$ cat src/rtl/slg_pkg.sv
package slg_pkg;

   // Width of one stored key (the signed value with its sign bit flipped).
   localparam int KEY_W = 32;

   // Sequencer states, one-hot.
   typedef enum logic [2:0] {
      ST_LOAD = 3'b001,
      ST_SCAN = 3'b010,
      ST_HOLD = 3'b100
   } state_type;

   // Control shared by every cell of the chain.
   typedef struct packed {
      logic insert;
      logic drain;
   } cell_ctl_type;

   // Control of the gap scan unit.
   typedef struct packed {
      logic clear;
      logic step;
   } scan_ctl_type;

endpackage

$ cat src/rtl/slg_gap.sv
module slg_gap
   import slg_pkg::*;
(
   input  logic             clock,
   input  logic             reset,
   input  scan_ctl_type     ctl,
   input  logic [KEY_W-1:0] head,
   input  logic             head_valid,
   output logic [KEY_W-1:0] best
);

   logic [KEY_W-1:0] prev_ff;
   logic [KEY_W-1:0] best_ff;
   logic             have_ff;
   logic [KEY_W-1:0] diff;

   // Keys arrive in ascending order, so the difference is never negative.
   assign diff = head - prev_ff;
   assign best = best_ff;

   always_ff @(posedge clock) begin
      if (reset) begin
         have_ff <= 1'b0;
      end else if (ctl.clear) begin
         have_ff <= 1'b0;
      end else if (ctl.step && head_valid) begin
         have_ff <= 1'b1;
      end
   end

   // Running maximum of neighbor differences.
   always_ff @(posedge clock) begin
      if (ctl.clear) begin
         best_ff <= '0;
      end else if (ctl.step && head_valid) begin
         prev_ff <= head;
         if (have_ff && (diff > best_ff)) begin
            best_ff <= diff;
         end
      end
   end

endmodule

$ cat config.mk
export PLATFORM = sky130hd
export DESIGN_NAME = slg_gap
export DESIGN_NICKNAME = d
export VERILOG_FILES = /design/src/rtl/slg_pkg.sv /design/src/rtl/slg_gap.sv
export SDC_FILE = /design/constraint.sdc
export NUM_CORES = 1
export LEC_CHECK = 0
export ABC_CLOCK_PERIOD_IN_PS = 3690
export BUFFER_PORTS_ARGS = -buffer_cell sky130_fd_sc_hd__buf_4
export CAP_MARGIN = 5
export CORE_MARGIN = 8
export CORE_UTILIZATION = 40
export CTS_BUF_LIST = sky130_fd_sc_hd__clkbuf_2 sky130_fd_sc_hd__clkbuf_4 sky130_fd_sc_hd__clkbuf_8
export CTS_CLUSTER_SIZE = 10
export DETAILED_ROUTE_END_ITERATION = 10
export PLACE_DENSITY = 0.66
export SYNTH_ARGS = -nofsm -noshare
export SYNTH_HDL_FRONTEND = slang
export SYNTH_SLANG_ARGS = --single-unit
$ cat constraint.sdc
create_clock -name clock -period 3.69 [get_ports clock]
set_input_delay 0.1845 -clock clock [delete_from_list [all_inputs] [get_ports clock]]
set_output_delay 0.1845 -clock clock [all_outputs]
set_load 0.02 [all_outputs]
==> results.py <==
metrics = {
    "run_status": {
        "status": "finished with violations",
        "violations": "negative setup slack",
    },
    "critical_path": {
        "crit_required_ns": 4.01,
        "crit_family": "simple AND/OR/NAND/NOR gates",
        "path_max_fanout": 9,
        "worstPathArrival_ns": 4.57,
        "crit_slowest_cell": "edfxtp_1",
        "critical_path_buf_inv_count": 5,
        "crit_path_max_incr_delay_ns": 0.38,
        "start_kind": "register",
        "cp-end-kind": "register",
        "path_class": "register to register",
        "path_cells": "inv_2, ha_4, a21o_1, a31o_4, nor4_4, o21bai_2, a21o_4, buf_4, a21oi_4, xnor2_1, ha_1, nand4_1, buf_4, nor3_1, nand2_1, o211ai_1, a22oi_4, buf_12, buf_12, or3_1, nor3_2, nand3b_1",
    },
    "timing": {
        "holdWs_ns": 0.0975,
        "rsz0062_at_grt": "true",
        "fin_crit_ns": 4.25,
        "setup_tns_ns": -15.75,
        "tightestPinTransition_ns": 0.533,
        "hold_violations": 0,
        "finalCritPeriodShare_pct": 115,
        "maxSlewViolCount": 0,
        "clock_skew_ns": 0.0118,
        "max_freq_ghz": 0.235,
        "maxSlewHeadroom_pct": 64.1,
        "setup_ws_ns": -0.560,
        "setup_violations": 32,
    },
    "placed_design": {
        "dpl_cell_area_um2": 6600,
        "hpwlAfterDp_um": 11200,
        "place.gp.congestion": 0.847,
        "portBuffers": 68,
    },
    "die": {
        "dieWidth_um": 129,
        "rows": 41,
        "dieHeight_um": 129,
        "initial_core_util_pct": 40.6,
        "core_area_um2": 12600,
        "die_area_um2": 16600,
        "boundaryPins": 69,
    },
    "clock_network": {
        "cts_buffer_depth": 2,
        "cts.sinks": 65,
        "cts_root_buf": "clkbuf_8",
        "cts_buffers": 9,
        "htree_levels": 3,
        "path_clk_slew_ns": 0.08,
        "cts_tree": "built",
        "clock_latency_ns": 0.38,
    },
    "min_path": {
        "hp-class": "primary input to register",
    },
    "global_routing": {
        "antenna_found_initial": 0,
        "gr-total-overflow": 0,
        "grt_max_degree": 44,
        "grt_pass1_wl_um": 23900,
        "grt_pass1_vias": 5072,
        "grt_usage_pct": 18.1,
    },
    "synth": {
        "synth_common_cells": "inv_1 (71), ha_1 (63), a21oi_1 (42), nor2_1 (42), dfxtp_1 (33)",
        "ys_top_cells_by_area": "edfxtp_1 (19%), ha_1 (15%), dfxtp_1 (13%)",
        "syn_area_per_cell_um2": 9.19,
        "syn_inst": 556,
        "syn_nets": 657,
        "synth.most_common_cell": "inv_1",
        "yosysWarnings": 0,
        "synth_top_area_cell": "edfxtp_1",
        "synth-edff-count": 32,
        "ys_ff_latch": 65,
        "synth_top_area_share_pct": 18.8,
        "synth_flop_cell": "dfxtp_1",
        "ys_types": 70,
        "syn_area_um2": 5110,
        "async_flop_share_pct": 0,
        "seq_area_frac_synth_pct": 31.7,
    },
    "power_and_ir_drop": {
        "power_density_nw_per_um2": 325,
        "clock_power_share_pct": 31.3,
        "ir_drop_v": 0.000209,
        "combPwrFrac_pct": 36.5,
        "p_leak_nw": 3.55,
        "power_frac_seq_pct": 32.2,
        "switching_share_pct": 30.9,
        "power.switching_mw": 0.754,
        "internal-power_mw": 1.69,
    },
    "drt": {
        "dr.pass1.iters": 4,
        "wl_um": 14800,
        "drtIter0Drc": 260,
        "num_vias": 4912,
        "vias_per_cell": 5.09,
        "ant_nets": 0,
        "wl_per_cell_um": 15.3,
        "drc": 0,
    },
    "final_layout": {
        "nets": 889,
        "fillers": 1132,
        "area_growth_pct": 47.3,
        "finalInstanceArea_um2": 7520,
        "n_antenna_cell": 0,
        "drive_gt1_share_pct": 34.7,
    },
    "flow_run": {
        "cap_violations": 0,
    },
}
[through the flow]
step | instances | power (mW) | worst slack (ns) | utilization (%)
finish | 965 | 2.44 | -0.560 | 59.9
global route | 965 | 2.59 | -0.746 | 59.9
CTS | 956 | 2.44 | -0.518 | 58.4
detailed placement | 893 | 1.62 | -0.661 | 52.5
global placement | 893 | 1.60 | -0.553 | 52.5
floorplan | 556 | 1.29 | -0.295 | -
[metal layers]
layer	vias up	part of all wire, %	track usage (%)
li1	2464	-	-
met3	23	4.7	4.80
met5	-	0	0
met1	2321	43	20.6
met2	104	50	31.7
met4	0	2.0	7.05
[cell families (layout without fill, tap and decap cells)]
kind of cell,count (synthesis),after routing,synth area share (%)
compound gates,148,148,20.8
simple gates,138,138,14.1
buf+inv,92,329,8.67
flops,65,65,31.7
fa+ha+maj,64,64,15.8
xor+xnor,30,30,5.14
mux,19,19,3.75
[power by group through the flow]
stage / Sequential, mW / Combinational (mW) / Clock (mW)
floorplan: 0.807 / 0.480 / 0
global placement: 0.804 / 0.798 / 0
detailed placement: 0.804 / 0.816 / 0
CTS: 0.788 / 0.868 / 0.784
global route: 0.790 / 0.987 / 0.811
finish: 0.788 / 0.892 / 0.764
[worst paths after layout]
kind              start        to  slack [ns]  cells past startpoint
max          prev_ff[4]  best[29]       -0.56                     22
max reg2reg  prev_ff[4]  best[29]       -0.56                     22
min          head_valid   have_ff         0.1                      3
min reg2reg     best[2]   best[2]        0.50                      2
[flip-flops by register name, indices dropped and copies added (netlist names)]
register,count
best,32
have_ff,1
prev_ff,32
[cell usage in the layout (no fill, tap or decap), types with 4 or more instances in the layout]
cell type        n
buf_4          201
inv_1           69
ha_1            61
a21oi_1         41
nor2_1          41
dfxtp_1         33
dlygate4sd3_1   33
edfxtp_1        32
nand2_1         27
a21o_1          23
xnor2_1         20
mux2i_1         17
o21ai_0         14
nand4_1         12
nand3_1          9
xor2_1           9
clkbuf_8         9
nor3_1           8
o211ai_1         7
a31oi_1          7
o21ai_1          6
a21oi_2          5
nor3b_1          5
a22o_1           5
o21a_1           4
o21ai_2          4
buf_12           4
[final cells by class]
cell class | instances | area [um^2] | share of cell area, %
clock buffer | 9 | 124 | 1.65
inverter | 71 | 267 | 3.54
sequential | 65 | 1620 | 21.6
tap | 172 | 215 | 2.86
multi-input combinational | 399 | 3200 | 42.5
timing repair buffer | 242 | 1980 | 26.3
clock inverter | 7 | 118 | 1.56
[worst min-delay path, cell delays in order]
cell     delay (ns)
buf_4          0.09
a21oi_1        0.05
nor3_1         0.11
[what timing repair did]
item	CTS	global route
pin swaps	16	12
gates resized for setup	14	21
hold buffers	33	0
buffers inserted	14	9
gates cloned	0	1
endpoints found under the hold margin	33	0
setup endpoints to repair	32	32
Note: power is estimated with default switching activity, not from simulation.
