$ cat src/rtl/slg_pkg.sv
package slg_pkg;

   // Width of one stored key (the signed value with its sign bit flipped).
   localparam int KEY_W = 32;

   // Sequencer states, one-hot.
   typedef enum logic [2:0] {
      ST_LOAD = 3'b001,
      ST_SCAN = 3'b010,
      ST_HOLD = 3'b100
   } state_type;

   // Control shared by every cell of the chain.
   typedef struct packed {
      logic insert;
      logic drain;
   } cell_ctl_type;

   // Control of the gap scan unit.
   typedef struct packed {
      logic clear;
      logic step;
   } scan_ctl_type;

endpackage

$ cat src/rtl/slg_cell.sv
module slg_cell
   import slg_pkg::*;
(
   input  logic             clock,
   input  logic             reset,
   input  cell_ctl_type     ctl,
   input  logic [KEY_W-1:0] key,
   input  logic [KEY_W-1:0] lo_value,
   input  logic             lo_valid,
   input  logic             lo_gt,
   input  logic [KEY_W-1:0] hi_value,
   input  logic             hi_valid,
   output logic [KEY_W-1:0] value,
   output logic             valid,
   output logic             gt
);

   logic [KEY_W-1:0] value_ff, value_in;
   logic             valid_ff, valid_in;

   // An empty cell counts as holding a key above every new key.
   assign gt    = !valid_ff || (value_ff > key);
   assign value = value_ff;
   assign valid = valid_ff;

   // Insert: take the lower neighbor's entry if it also moves up, else take the key.
   // Drain: take the upper neighbor's entry so the chain empties toward cell zero.
   always_comb begin
      value_in = value_ff;
      valid_in = valid_ff;
      if (ctl.insert && gt) begin
         if (lo_gt) begin
            value_in = lo_value;
            valid_in = lo_valid;
         end else begin
            value_in = key;
            valid_in = 1'b1;
         end
      end else if (ctl.drain) begin
         value_in = hi_value;
         valid_in = hi_valid;
      end
   end

   always_ff @(posedge clock) begin
      if (reset) begin
         valid_ff <= 1'b0;
      end else begin
         valid_ff <= valid_in;
      end
   end

   always_ff @(posedge clock) begin
      value_ff <= value_in;
   end

endmodule

$ cat config.mk
export PLATFORM = sky130hd
export DESIGN_NAME = slg_cell
export DESIGN_NICKNAME = d
export VERILOG_FILES = /design/src/rtl/slg_pkg.sv /design/src/rtl/slg_cell.sv
export SDC_FILE = /design/constraint.sdc
export NUM_CORES = 1
export LEC_CHECK = 0
export BUFFER_PORTS_ARGS = -buffer_cell sky130_fd_sc_hd__clkbuf_2
export CAP_MARGIN = 20
export CORE_AREA = 2 2 79 81
export DETAILED_ROUTE_END_ITERATION = 16
export DIE_AREA = 0 0 81 83
export PLACE_DENSITY = 0.81
export RECOVER_POWER = 25
export SLEW_MARGIN = 10
export SYNTH_ARGS = -nofsm -noshare
export SYNTH_HDL_FRONTEND = slang
export SYNTH_SLANG_ARGS = --single-unit
$ cat constraint.sdc
create_clock -name clock -period 4 [get_ports clock]
set_clock_uncertainty 0.15 [all_clocks]
set_input_delay 0.2 -clock clock [delete_from_list [all_inputs] [get_ports clock]]
set_output_delay 0.2 -clock clock [all_outputs]
set_load 0.1 [all_outputs]
==> results of run 1 <==
-- worst max-delay path: stages, from the launching register on --
cell	delay, ns
edfxtp_1	0.40
ha_1	0.35
nand4_2	0.15
or4_4	0.57
a41oi_1	0.23
o311a_2	0.45
buf_4	0.46
mux2_2	0.38
-- routing by layer --
metal,GRT usage (%),vias to the layer above,share of wire [%]
li1,-,1203,-
met1,24.7,1058,42
met2,34.5,104,48
met5,0,-,0
met4,7.09,0,2.8
met3,4.24,15,7.4
-- worst min path at each step --
stage / end / slack (ns) / cells after the start
finish: value[28] / 0.06 / 2
global route: value[29] / 0.06 / 2
CTS: value[28] / 0.06 / 2
detailed placement: value[7] / 0.35 / 2
global placement: value[27] / 0.35 / 2
floorplan: value[10] / 0.27 / 1
-- cell families after synthesis --
family / count (synthesis) / share of synthesized area [%]
multiplexers: 35 / 18.5
AO/OA/AOI/OAI: 58 / 11.7
AND/OR/NAND/NOR: 59 / 10.5
adder cells (fa/ha/maj): 32 / 14.8
buffers and inverters: 45 / 8.31
flip-flops: 33 / 36.2
-- registers in the layout, summed over array words and instances (netlist names) --
register and flops:
valid 1, value 32
-- power by group --
group	switching [mW]	total [mW]	internal (mW)
clock network	0.121	0.245	0.124
logic	0.481	0.659	0.178
registers	0.0264	0.463	0.437
-- metrics by stage --
step	instances	area, sq um	utilization [%]	worst slack [ns]	hold slack [ns]
2_1_floorplan	262	2710	-	0.0562	0.268
3_3_place_gp	463	3400	58.4	0.701	0.355
3_5_place_dp	463	3400	58.4	0.578	0.355
4_1_cts	471	3480	59.8	0.578	0.0573
5_1_grt	471	3450	59.3	0.364	0.0644
6_report	471	3450	59.3	0.590	0.0594
-- cells in the final DEF, fill, tap and decap left out --
cell	n
clkbuf_2	112
nand2_1	37
inv_1	34
o21ai_0	34
ha_1	32
edfxtp_1	32
mux2_4	29
clkbuf_1	27
a21oi_1	14
nand4_1	6
mux2_2	5
clkbuf_8	5
nand3_1	4
nor2_1	3
and4_1	2
a21o_1	2
o21ai_1	2
and3_2	1
a21boi_0	1
nor2b_1	1
o211ai_1	1
nand4_2	1
or4_4	1
a41oi_1	1
nor3_1	1
a221o_1	1
a211o_1	1
nor3_2	1
o311a_2	1
or2_2	1
mux2i_1	1
buf_4	1
dfxtp_1	1
-- area by class of cell --
class	count	area (sq um)	area share, %
multi-input cells	184	1510	43.7
flip-flops and latches	33	981	28.5
well taps	75	93.8	2.72
clock buffers	8	80.1	2.32
repair buffers	137	658	19.1
inverters	34	128	3.70
==> results.toml, run 1 <==
[critical_path]
crit_path_start = "value[30]"
path_max_fanout = 24
rr_startpoint = "value[30]"
crit_end = "value[0]"
r2r_cells = 7
setup.worst_path.start_class = "flip-flop"
cp.required_ns = 3.89
r2r-end = "value[0]"
worst_ep_arrival_time_ns = 3.30
end_kind = "flip-flop"
reg2reg_slack_ns = 0.59
path_class = "flip-flop to flip-flop"

[clock_tree]
numCtsBuffers = 5
cts_hold_buf = 0
post_cts_resized = 0
cts_setup_buffers = 0
htree_levels = 2
root_buffer = "clkbuf_8"
cts.clk_slew.worst_paths_ns = 0.07
clockBufferDepth = 2
clkLatencyLatePin_ns = 0.29
cts_sinks = 33
cts_tree = "done"

[synth]
synthTopCellsByCount = "37 x nand2_1, 35 x o21ai_0, 34 x inv_1"
synth_edf_count = 32
ys.flop_type = "edfxtp_1"
syn_nets = 397
ys_ff_latch = 33
synth_top_area_cell = "edfxtp_1"
ys_seq_area_share_pct = 36.2
syn_avg_cell_area_sq_um = 10.3
synthArstFlopShare_pct = 0
synthMostInstantiatedCell = "nand2_1"
synth_cell_types = 33
synth_top_cell_area_share_pct = 35.5
syn_area_sq_um = 2710
syn_inst = 262
synth.area.top_cells = "edfxtp_1 35%, mux2_4 16%, ha_1 15%, o21ai_0 6.5%, nand2_1 5.1%"
yosys_warnings = 0

[min_path]
hold_path.class = "input port to flip-flop"
min_from = "hi_value[28]"

[drt]
wl_per_cell_um = 14.2
drc = 0
num_vias = 2380
wl_mm = 6.71
firstDrtPassIters = 4
drtIter0Drc = 91
final_antenna_net_count = 0
via_per_inst = 5.05

[outcome]
status = "finished, final reports clean"

[floorplan]
core_sq_um = 5820
rows = 28
dieHeight_um = 83
die-area_sq_um = 6720
floorplan.initialDensity_pct = 46.6
boundaryPins = 137
die_w_um = 81

[timing]
fin_setup_tns_ns = 0
setup_viol = 0
fin_crit_sh_pct = 85.3
relSlewSlack_pct = 19.3
clock.fmax_mhz = 293
tightest_slew_ns = 1.22
finalHoldViolCount = 0
slew_viol_final = 0
fin_crit_ns = 3.41
rsz0062_at_grt = "false"

[pwr]
ir_drop_v = 0.000174
powerDensity_nw_per_um2 = 397
power_mw = 1.37
cellLeakagePower_nw = 1.77

[global_routing]
grt_pass1_wl_mm = 10.6
antenna_found_initial = 0
grt_usage_pct = 20.2
grt_overflow = 0
grt_max_degree = 65
grt_pass1_vias = 2315

[final_layout]
drive_gt1_share_pct = 39.9
num_antenna_cells = 0
synthToLayoutAreaGrowth_pct = 27.1
final_nets = 530
fillers = 528

[placed_design]
dp_hpwl_mm = 5.39
gp_congestion = 0.839
numPortBuffers = 136

[flow_run]
maxCapViolations = 0
(Power assumes the default switching activity.)
==> run 2, diff against run 1 <==
- GPL_TIMING_DRIVEN: unset -> 0
- SLEW_MARGIN: 10 -> 20
==> run 2 against run 1 <==
Clock power barely moved. Core utilization rose by 1.4 points. Via count rose by 2.4%. Maximum frequency fell by 1.3%. Largest power group unchanged. Sequential share of layout area fell by 0.68 points. Combinational power rose by 3%. Non-clock buffer count rose by 9. Worst setup slack got worse by 0.044 ns. Die area did not move. Register-to-register slack got worse by 0.04 ns. Final area rose by 2.4%. Routed wire length rose by 4.5%.
==> results.toml, run 2 (synthesis results as in run 1) <==
[timing]
fin_crit_sh_pct = 86.4
setup_viol = 0
finalHoldViolCount = 0
fin_crit_ns = 3.45
slew_viol_final = 0
clock.fmax_mhz = 289
fin_setup_tns_ns = 0
tightest_slew_ns = 1.19
layout_setup_ws_ns = 0.546
rsz0062_at_grt = "false"
relSlewSlack_pct = 21.2

[clock_tree]
clockBufferDepth = 2
cts_tree = "done"
clkLatencyLatePin_ns = 0.28
cts_setup_buffers = 0
cts_hold_buf = 0
post_cts_resized = 0
cts_sinks = 33
numCtsBuffers = 5
htree_levels = 2
cts.clk_slew.worst_paths_ns = 0.07
root_buffer = "clkbuf_8"

[floorplan]
core_sq_um = 5820
dieHeight_um = 83
die-area_sq_um = 6720
boundaryPins = 137
die_w_um = 81
rows = 28
floorplan.initialDensity_pct = 46.6

[critical_path]
path_class = "flip-flop to flip-flop"
worst_ep_arrival_time_ns = 3.21
worstPathCellList = "ha_1 > nand4_1 > or4_4 > a41oi_1 > o311a_1 > buf_6 > buf_12 > or2_2"
setup.worst_path.start_class = "flip-flop"
cp_slowest_cell = "or2_2"
r2r-end = "value[18]"
reg2reg_slack_ns = 0.55
path_max_fanout = 32
end_kind = "flip-flop"
cp.required_ns = 3.76
rr_startpoint = "value[27]"
critPathMaxStageDelay_ns = 0.64
r2r_cells = 8

[drt]
drtIter0Drc = 91
final_antenna_net_count = 0
num_vias = 2436
wl_mm = 7.01
wl_met2_mm = 3.43
wl_per_cell_um = 14.6
topRoutingLayerUsed = "met4"
drc = 0
via_per_inst = 5.08
firstDrtPassIters = 4
wl_met3_um = 514
m1WireLength_mm = 2.93

[placed_design]
gp_congestion = 0.858
dp_slack_ns = 0.511
dp_hpwl_mm = 5.66
numPortBuffers = 135

[outcome]
status = "finished, final reports clean"

[global_routing]
grt_max_degree = 33
grt_pass1_wl_mm = 11.2
grt_pass1_vias = 2470
grt_usage_pct = 21.3
grt_overflow = 0
antenna_found_initial = 0

[pwr]
power_mw = 1.39
ir_drop_v = 0.000208
powerDensity_nw_per_um2 = 392
cellLeakagePower_nw = 1.81

[final_layout]
largest_reg_flops = 32
final_common_cell = "clkbuf_2"
synthToLayoutAreaGrowth_pct = 30.2
final_cell_mix = "111 x clkbuf_2, 37 x nand2_1, 34 x inv_1, 34 x o21ai_0"
final_nets = 539
utilization_pct = 60.7
drive_gt1_share_pct = 39.3
num_antenna_cells = 0

[min_path]
min_from = "hi_value[31]"
hold_path_depth = 2
hold_path.class = "input port to flip-flop"
hold_end = "value[31]"

[flow_run]
maxCapViolations = 0
-- run 2: cell type report --
cell class	count	area (sq um)
plain buffers	11	97.6
clock buffers	8	80.1
fillers	533	2290
inverters	34	128
multi-input cells	184	1500
flip-flops and latches	33	981
well taps	75	93.8
repair buffers	135	646
-- run 2: metrics by stage --
step	hold slack [ns]	cells	cell area (sq um)
2_1_floorplan	0.268	262	2710
3_3_place_gp	0.352	472	3480
3_5_place_dp	0.357	472	3480
4_1_cts	0.0573	480	3560
5_1_grt	0.0558	480	3530
6_report	0.0657	480	3530
-- run 2: worst max-delay path: cells and delay by family, from the launching register on --
kind | cells | cell delay, ns
compound gates | 2 | 0.45
fa+ha+maj | 1 | 0.34
buf+inv | 2 | 0.31
flops | 1 | 0.42
simple gates | 3 | 1.38
-- run 2: how the worst max path moves through the flow --
stage          startpoint         to  slack (ns)  cells past startpoint
3_3_place_gp    value[27]  value[14]        0.59                      8
2_1_floorplan   value[30]         gt        0.06                      6
4_1_cts         value[27]  value[18]        0.49                      8
6_report        value[27]  value[18]        0.55                      8
5_1_grt         value[27]  value[18]        0.32                      8
3_5_place_dp    value[27]  value[21]        0.51                      8
-- run 2: power breakdown --
part	total, mW	switching [mW]	internal, mW
combinational	0.677	0.486	0.191
clock	0.244	0.121	0.124
sequential	0.463	0.0266	0.437
total	1.39	0.633	0.752
-- run 2: routing by layer --
metal | GRT usage (%) | vias to the layer above
met3 | 4.89 | 12
met2 | 35.8 | 109
met5 | 0 | -
met4 | 7.70 | 0
li1 | - | 1220
met1 | 26.4 | 1095
